<file path="src/hdl/fixed_height_radix_map_defines.svh">
// shared assertion macros
`ifndef FIXED_HEIGHT_RADIX_MAP_DEFINES_SVH
`define FIXED_HEIGHT_RADIX_MAP_DEFINES_SVH

// condition that must hold at every edge out of reset
`define FRHM_ASSERT_ALWAYS(lbl, clk, rst_n, expr, msg) \
    lbl: assert property (@(posedge clk) disable iff (!rst_n) (expr)) else $error(msg);

// same-cycle implication
`define FRHM_ASSERT_IMPL(lbl, clk, rst_n, ante, cons, msg) \
    lbl: assert property (@(posedge clk) disable iff (!rst_n) (ante) |-> (cons)) \
        else $error(msg);

`endif

</file>
<file path="src/hdl/frhm_pkg.sv">
`timescale 1ns / 1ps
package frhm_pkg;

    localparam logic [2:0] ST_OK        = 3'd0;
    localparam logic [2:0] ST_INVALID   = 3'd1;
    localparam logic [2:0] ST_EXISTS    = 3'd2;
    localparam logic [2:0] ST_NOT_FOUND = 3'd3;
    localparam logic [2:0] ST_NO_MEMORY = 3'd4;

    localparam logic [1:0] MODE_INSERT = 2'd0;
    localparam logic [1:0] MODE_LOOKUP = 2'd1;
    localparam logic [1:0] MODE_REMOVE = 2'd2;

    localparam logic CFG_CHUNK_WIDTH = 1'b0;
    localparam logic CFG_LEVEL_COUNT = 1'b1;

    // clearing sweep status
    typedef struct packed {
        logic busy;
        logic pool_row;
    } clr_t;

endpackage

</file>
<file path="src/hdl/frhm_cfg.sv">
`timescale 1ns / 1ps
module frhm_cfg #(
    parameter int MAX_CHUNK_BITS = 4,
    parameter int MAX_LEVELS     = 8,
    parameter int POOL_NODES     = 256,
    parameter int AW             = 12,
    parameter int SLOTS          = 4096
) (
    input  logic              aclk,
    input  logic              aresetn,
    input  logic              cfg_wr_en,
    input  logic              cfg_index,
    input  logic [3:0]        cfg_wdata,
    output logic [2:0]        eff_chunk,
    output logic [3:0]        eff_levels,
    output logic [AW-1:0]     sweep_addr,
    output frhm_pkg::clr_t    clr
);

    logic [2:0]    chunk_reg;
    logic [3:0]    levels_reg;
    logic [AW-1:0] sweep_reg;
    logic          busy_reg;

    always_ff @(posedge aclk) begin
        if (!aresetn) begin
            chunk_reg  <= 3'd4;
            levels_reg <= 4'd8;
            sweep_reg  <= '0;
            busy_reg   <= 1'b1;
        end else if (cfg_wr_en) begin
            // any write reshapes the tree, so the map is emptied again
            if (cfg_index == frhm_pkg::CFG_CHUNK_WIDTH) begin
                chunk_reg <= cfg_wdata[2:0];
            end else begin
                levels_reg <= cfg_wdata;
            end
            sweep_reg <= '0;
            busy_reg  <= 1'b1;
        end else if (busy_reg) begin
            if (sweep_reg == AW'(SLOTS - 1)) begin
                busy_reg <= 1'b0;
            end else begin
                sweep_reg <= sweep_reg + 1'b1;
            end
        end
    end

    always_comb begin
        if (chunk_reg == 3'd0) begin
            eff_chunk = 3'd1;
        end else if ({1'b0, chunk_reg} > 4'(MAX_CHUNK_BITS)) begin
            eff_chunk = 3'(MAX_CHUNK_BITS);
        end else begin
            eff_chunk = chunk_reg;
        end
        if (levels_reg == 4'd0) begin
            eff_levels = 4'd1;
        end else if ({1'b0, levels_reg} > 5'(MAX_LEVELS)) begin
            eff_levels = 4'(MAX_LEVELS);
        end else begin
            eff_levels = levels_reg;
        end
    end

    assign sweep_addr   = sweep_reg;
    assign clr.busy     = busy_reg;
    assign clr.pool_row = sweep_reg < AW'(POOL_NODES);

endmodule

</file>
<file path="config.mk">
export PLATFORM = sky130hd
export DESIGN_NAME = frhm_cfg
export DESIGN_NICKNAME = d
export VERILOG_FILES = /design/src/hdl/fixed_height_radix_map_defines.svh /design/src/hdl/frhm_pkg.sv /design/src/hdl/frhm_cfg.sv
export SDC_FILE = /design/constraint.sdc
export NUM_CORES = 1
export LEC_CHECK = 0
export BUFFER_PORTS_ARGS = -buffer_cell sky130_fd_sc_hd__clkbuf_2
export CAP_MARGIN = 30
export CORE_UTILIZATION = 50
export CTS_CLUSTER_DIAMETER = 30
export DETAILED_ROUTE_END_ITERATION = 16
export PLACE_DENSITY = 0.77
export REMOVE_ABC_BUFFERS = 1
export SLEW_MARGIN = 20
export SYNTH_ARGS = -nofsm -noshare
export SYNTH_HDL_FRONTEND = slang
export SYNTH_SLANG_ARGS = --single-unit
export TNS_END_PERCENT = 5
</file>
<file path="constraint.sdc">
create_clock -name aclk -period 2.04 [get_ports aclk]
set_input_delay 0.408 -clock aclk [delete_from_list [all_inputs] [get_ports aclk]]
set_output_delay 0.408 -clock aclk [all_outputs]
set_load 0.02 [all_outputs]
</file>
==> results by group, run 1 <==
STA
  – Setup TNS: 0 ns
  – Max transition margin: 70.75%
  – Fin crit period: 1.639 ns
  – Final setup viols: 0
  – Clock Skews: between 0.0015 and 0.002 ns
  – Hold Fails Final Rpt: 0
  – RSZ-0062 raised after global routing: no
  – Transition time of the tightest slew-check pin: 0.4387 ns
  – Pins Over Slew Limit: 0
  – Period Utilization, post-route: around 80%
  – Fmax: approximately 610 MHz

Logic synthesis
  – Post-synthesis sequential element count: 20
  – Synth Cell Area: a little under 0.001 sq mm
  – Part of the Yosys area used for sequential elements: 40.25%
  – Dominant synthesized flop cell: dfxtp_1
  – Avg Inst Size Synth: 8.430 sq um
  – Yosys warnings: 0
  – Netlist cell types: 34
  – Synth async-reset ratio: 0%
  – Synthesized instance count: 118
  – Post-synth EDFFs: 0

Global routing
  – Grt ovf: 0
  – Vias in the first global route: between 700 and 800
  – Largest net degree at the start of global routing: 12
  – First-pass GRT wire length: between 3000 and 4000 um
  – GR Util All Layers: ~22%
  – Initial antenna violation count: 0

Placement
  – Placed insts: 165
  – Placer congestion estimate: approximately 0.88
  – Port Buffers: 28
  – Detailed placement HPWL: between 1500 and 2000 um

Critical path
  – Worst setup EP type: flip-flop
  – CP Data Arrival Time: approximately 1.8 ns
  – R2r worst-path depth: 5
  – CP startpoint kind: flip-flop
  – Worst Path Max Fanout: 5
  – Reg2Reg Setup Slack: 0.40 ns
  – Worst r2r dst: sweep_addr[10]
  – Critical Path RT: about 2.2 ns
  – CP startpoint: sweep_addr[1]
  – WS Path Type: reg -> reg
  – FF-to-FF Start: sweep_addr[1]
  – Crit path to: sweep_addr[10]

Routing
  – Iter 0 DRT Violations: 30
  – Final WL: around 2100 um
  – DRT Pass-1 Iters: 4
  – WL/cell: ~12 um
  – Via density: about 5.6
  – Via count: approximately 940
  – # DRC: 0
  – ANT nets after route: 0

Clock network
  – Root Driver: clkbuf_4
  – Hold-fix buffers at CTS: 0
  – CTS tree: built
  – Post-CTS setup buffers: 0
  – Clock transition at path regs: approximately 0.11 ns
  – Longest Clk Path Bufs: 2
  – Clk sinks: 20
  – Total clock buffers created by CTS: 3
  – Post-CTS resize count: 0
  – Clock Latency Late Sink: around 0.31 ns
  – H-tree depth: 1

Finish
  – Ant. Diodes: 0
  – Final standard cell utilization of the core: roughly 65%
  – Share of post-route cells with drive strength above 1: about 27%
  – Final net count: 154
  – Area Overhead vs Synth: 18.24%
  – Layout Cells excl Fill: about 170
  – Max FFs per register: 12
  – Fill cell count: 160

Floorplanning
  – Starting Density: between 50 and 60%
  – Row cnt: 15
  – Die height: 46.60 um
  – Die area: 0.002172 sq mm
  – Core Box Area: 0.001802 sq mm
  – Ports: 29
  – Die span in x: around 47 um

Run
  – MaxCap Viol Count: 0

Min path
  – Worst Hold Class: in -> reg

Power and ir drop
  – Leak: 0.4931 nW
  – Worst vdd ir: 0.0004467 V
  – Pwr dens: between 500 and 600 mW/mm^2

Outcome
  – Status: complete, no violations
[metrics by stage]
| stage | power, mW | worst slack, ns | area [sq um] | hold WS, ns |
|---|---|---|---|---|
| global route | 0.7288 | 0.2387 | 1176 | 0.3196 |
| global placement | 0.4700 | 0.5135 | 1140 | 0.4606 |
| CTS | 0.7061 | 0.4150 | 1176 | 0.3250 |
| detailed placement | 0.4721 | 0.4533 | 1140 | 0.4916 |
| floorplan | 0.4471 | 0.4506 | 968.4 | 0.4438 |
| finish | 0.6958 | 0.4013 | 1176 | 0.3310 |
[worst min path at each step]
stage                       start       endpoint  slack (ns)  cells after the start
floorplan           levels_reg[0]  levels_reg[0]        0.44                      2
global placement    levels_reg[0]  levels_reg[0]        0.46                      2
detailed placement  levels_reg[1]  levels_reg[1]        0.49                      2
CTS                  cfg_wdata[2]   chunk_reg[2]        0.32                      3
global route         cfg_wdata[2]   chunk_reg[2]        0.32                      3
finish               cfg_wdata[3]  levels_reg[3]        0.33                      3
[cell usage after synthesis, types with 3 or more instances]
cell type / number / share of area, %
nand3_1: 6 / 3.0
a31oi_1: 3 / 1.9
a21oi_1: 7 / 3.5
a21boi_0: 3 / 2.3
nor4_1: 4 / 2.5
dfxtp_1: 20 / 40
mux2i_1: 3 / 3.0
clkbuf_1: 5 / 1.9
nand2_1: 15 / 5.7
nor2b_1: 6 / 3.8
nor3_1: 6 / 3.0
nor2_1: 7 / 2.6
inv_1: 5 / 1.9
[final cells by class]
class                           count  area (sq um)  area share [%]
Clock buffer                        4         36.28           3.085
Inverter                            5         18.77           1.596
Multi-Input combinational cell     87         549.3           46.70
Sequential cell                    20         400.4           34.04
Tap cell                           25         31.28           2.660
Timing Repair Buffer               28         140.1           11.91
[cell families (layout without fill, tap and decap cells)]
| kind of cell | after synthesis | count (layout) | synth area share [%] |
|---|---|---|---|
| AND/OR/NAND/NOR | 60 | 60 | 34.09 |
| AO/OA/AOI/OAI | 22 | 22 | 15.97 |
| flip-flops | 20 | 20 | 40.25 |
| buffers and inverters | 11 | 37 | 4.529 |
| multiplexers | 3 | 3 | 3.019 |
| adder cells (fa/ha/maj) | 1 | 1 | 1.258 |
| XOR/XNOR | 1 | 1 | 0.8807 |
[placed cells by master (no fill, tap or decap)]
cell type and count:
ha_1 1, clkbuf_8 1, or3_1 1, clkbuf_2 28
a311oi_1 1, nor2_1 7, nand2b_1 2, o41ai_4 1
a211oi_1 2, dfxtp_1 20, and3_1 2, o21ai_1 1
nand3_4 1, nor3_1 6, and2_1 1, or4_1 1
nand3_2 2, a21oi_1 7, clkbuf_4 3, nand2_1 15
nor4_1 4, xor2_1 1, nand3_1 6, and3_2 1
mux2i_1 3, inv_1 5, a31oi_1 3, nor2b_1 6
nor4b_1 1, and3_4 2, a21boi_0 3, a41oi_1 1
nand4_1 2, o31ai_1 1, o21ai_0 2
[critical path, stage by stage, from the launching register on]
cell and delay, ns:
dfxtp_1 0.40, ha_1 0.25, nand4_1 0.20, nor2_1 0.31
nor4b_1 0.29, nor3_1 0.08
[where the power goes]
group | total, mW | switching (mW) | internal [mW]
Clock | 0.233 | 0.124 | 0.109
Combinational | 0.0558 | 0.0334 | 0.0224
Sequential | 0.407 | 0.00751 | 0.399
Total | 0.696 | 0.165 | 0.531
[per-layer routing]
| metal | share of wire [%] | vias to the layer above | global-route usage [%] |
|---|---|---|---|
| li1 | - | 481 | - |
| met1 | 45 | 429 | 26.71 |
| met2 | 49 | 30 | 38.06 |
| met3 | 5.5 | 3 | 5.882 |
| met4 | 0.82 | 0 | 7.059 |
| met5 | 0 | - | 0 |
No activity file was read; power rests on OpenSTA's default activity.
==> inputs of run 2 (changes only) <==
Clock period 2.04 ns to 1.66 ns, I/O delays scaled along.
==> results by group, run 2 (synthesis gave the netlist of run 1 again) <==
Outcome
  – Status: complete, no violations (unchanged)

Routing
  – WL/cell: 12.15 um (was 12.30 um)
  – ANT nets after route: 0 (unchanged)
  – Via count: 978 (was 943)
  – Final WL: 2126 um (was 2078 um)
  – Iter 0 DRT Violations: 28 (was 30)
  – # DRC: 0 (unchanged)
  – DRT Pass-1 Iters: 4 (unchanged)
  – Via density: 5.589 (was 5.580)

Critical path
  – Reg2Reg Setup Slack: 0.03 ns (was 0.40 ns)
  – Cell family with the largest share of critical-path delay: compound AO/OA/AOI/OAI gates (was simple AND/OR/NAND/NOR gates)
  – Crit-path max cell delay: 0.51 ns (was 0.40 ns)
  – Worst setup EP type: flip-flop (unchanged)
  – CP bufs+invs: 1 (was 0)
  – Cells along the critical path: ha_4, nand4_1, o41ai_4, buf_4, nand3_2, o21ai_2 (was ha_1, nand4_1, nor2_1, nor4b_1, nor3_1)
  – WS Path Type: reg -> reg (unchanged)
  – Worst path slowest cell: o41ai_4 (was dfxtp_1)
  – CP Data Arrival Time: 1.86 ns (was 1.83 ns)
  – Worst Path Max Fanout: 4 (was 5)
  – CP startpoint kind: flip-flop (unchanged)
  – Critical Path RT: 1.89 ns (was 2.23 ns)

STA
  – Pins Over Slew Limit: 0 (unchanged)
  – Setup TNS: 0 ns (unchanged)
  – Final setup viols: 0 (unchanged)
  – Fmax: 613.8 MHz (was 610.3 MHz)
  – Period Utilization, post-route: 98.15% (was 80.33%)
  – Max transition margin: 71.36% (was 70.75%)
  – Hold Fails Final Rpt: 0 (unchanged)
  – Fin crit period: 1.629 ns (was 1.639 ns)
  – Transition time of the tightest slew-check pin: 0.4297 ns (was 0.4387 ns)
  – Setup ws final: 0.03072 ns (was 0.4013 ns)
  – Clock Skews: 0.003498 ns (was 0.001541 ns)

Global routing
  – Largest net degree at the start of global routing: 11 (was 12)
  – Grt ovf: 0 (unchanged)
  – GR Util All Layers: 20.82% (was 22.28%)
  – Initial antenna violation count: 0 (unchanged)
  – Vias in the first global route: 740 (was 777)
  – First-pass GRT wire length: 3201 um (was 3381 um)

Floorplanning
  – Core Box Area: 0.001802 sq mm (unchanged)
  – Die height: 46.60 um (unchanged)
  – Ports: 29 (unchanged)
  – Die span in x: 46.60 um (unchanged)
  – Starting Density: 55.21% (unchanged)
  – Die area: 0.002172 sq mm (unchanged)
  – Row cnt: 15 (unchanged)

Clock network
  – Clk sinks: 20 (unchanged)
  – Longest Clk Path Bufs: 2 (unchanged)
  – H-tree depth: 1 (unchanged)
  – CTS tree: built (unchanged)
  – Root Driver: clkbuf_4 (unchanged)
  – Clock Latency Late Sink: 0.29 ns (was 0.31 ns)
  – Total clock buffers created by CTS: 3 (unchanged)
  – Clock transition at path regs: 0.11 ns (about the same)

Placement
  – Placed insts: 168 (was 165)
  – Detailed placement HPWL: 1527 um (was 1573 um)
  – Placer congestion estimate: 0.8176 (was 0.8781)
  – Port Buffers: 28 (unchanged)
  – Place WS: 0.07012 ns (was 0.4533 ns)

Run
  – MaxCap Viol Count: 0 (unchanged)

Min path
  – Worst Hold Class: in -> reg (unchanged)

Finish
  – Final net count: 161 (was 154)
  – Area Overhead vs Synth: 25.03% (was 18.24%)
  – Ant. Diodes: 0 (unchanged)
  – Commonest cells after routing, fill and taps aside: clkbuf_2 (28), dfxtp_1 (18), nand2_1 (15) (was clkbuf_2 (28), dfxtp_1 (20), nand2_1 (15))
  – Most common cell after layout, fill and taps aside: clkbuf_2 (unchanged)
  – Share of post-route cells with drive strength above 1: 33.33% (was 27.08%)
  – Max FFs per register: 12 (unchanged)
  – Layout Cells excl Fill: 175 (was 169)

Power and ir drop
  – Leak: 0.5248 nW (was 0.4931 nW)
  – Pwr dens: 639.6 mW/mm^2 (was 591.6 mW/mm^2)
  – Worst vdd ir: 0.0005233 V (was 0.0004467 V)
==> run 2: cell count changes in the layout (fill, tap and decap cells not counted), sizes merged <==
cell    previous run  this run
clkbuf            32        31
buf                0         7
==> run 2: worst paths after layout <==
kind                      start            end  cells past startpoint
hold reg to reg   levels_reg[0]  levels_reg[0]                      2
hold / removal     cfg_wdata[3]  levels_reg[3]                      3
setup / recovery  sweep_addr[1]  sweep_addr[1]                      6
setup reg to reg  sweep_addr[1]  sweep_addr[1]                      6
==> run 2: per-layer routing <==
| metal | vias up | track usage [%] | part of all wire (%) |
|---|---|---|---|
| li1 | 487 | - | - |
| met1 | 455 | 26.65 | 44 |
| met2 | 34 | 33.89 | 50 |
| met3 | 2 | 3.529 | 4.4 |
| met4 | 0 | 8.824 | 0.99 |
| met5 | - | 0 | 0 |
==> run 2: worst reg2reg max path, stage by stage, from the launching register on <==
cell and delay (ns):
dfxtp_4 0.38, ha_4 0.15, nand4_1 0.20, o41ai_4 0.51, buf_4 0.20, nand3_2 0.06
o21ai_2 0.07
==> run 2: area by class of cell <==
type,count,area (sq um)
Sequential cell,20,407.9
Inverter,5,18.77
Clock buffer,3,22.52
Tap cell,25,31.28
Timing Repair Buffer,35,192.7
Multi-Input combinational cell,87,570.5
Fill cell,156,558.0
==> run 2: timing repair <==
| action | in CTS | in global routing |
|---|---|---|
| endpoints found under the setup margin | 0 | 6 |
| hold buffers | 0 | 0 |
| gates resized for setup | 0 | 8 |
| buffers inserted | 0 | 4 |
==> run 2: where the power goes <==
part | switching, mW | leakage [nW] | internal [mW] | total (mW)
sequential | 0.00964 | 0.164 | 0.489 | 0.499
combinational | 0.0425 | 0.347 | 0.0318 | 0.0743
clock | 0.138 | 0.0138 | 0.0844 | 0.222
==> run 2: metrics by stage <==
step / util (%) / hold slack, ns / power [mW] / area [sq um]
after floorplan: - / 0.3939 / 0.5495 / 968.4
after global placement: 64.51 / 0.4634 / 0.5770 / 1162
after detailed placement: 64.51 / 0.4740 / 0.5791 / 1162
after CTS: 65.76 / 0.2591 / 0.7976 / 1185
after global routing: 69.03 / 0.2629 / 0.8266 / 1244
final: 69.03 / 0.2690 / 0.7954 / 1244
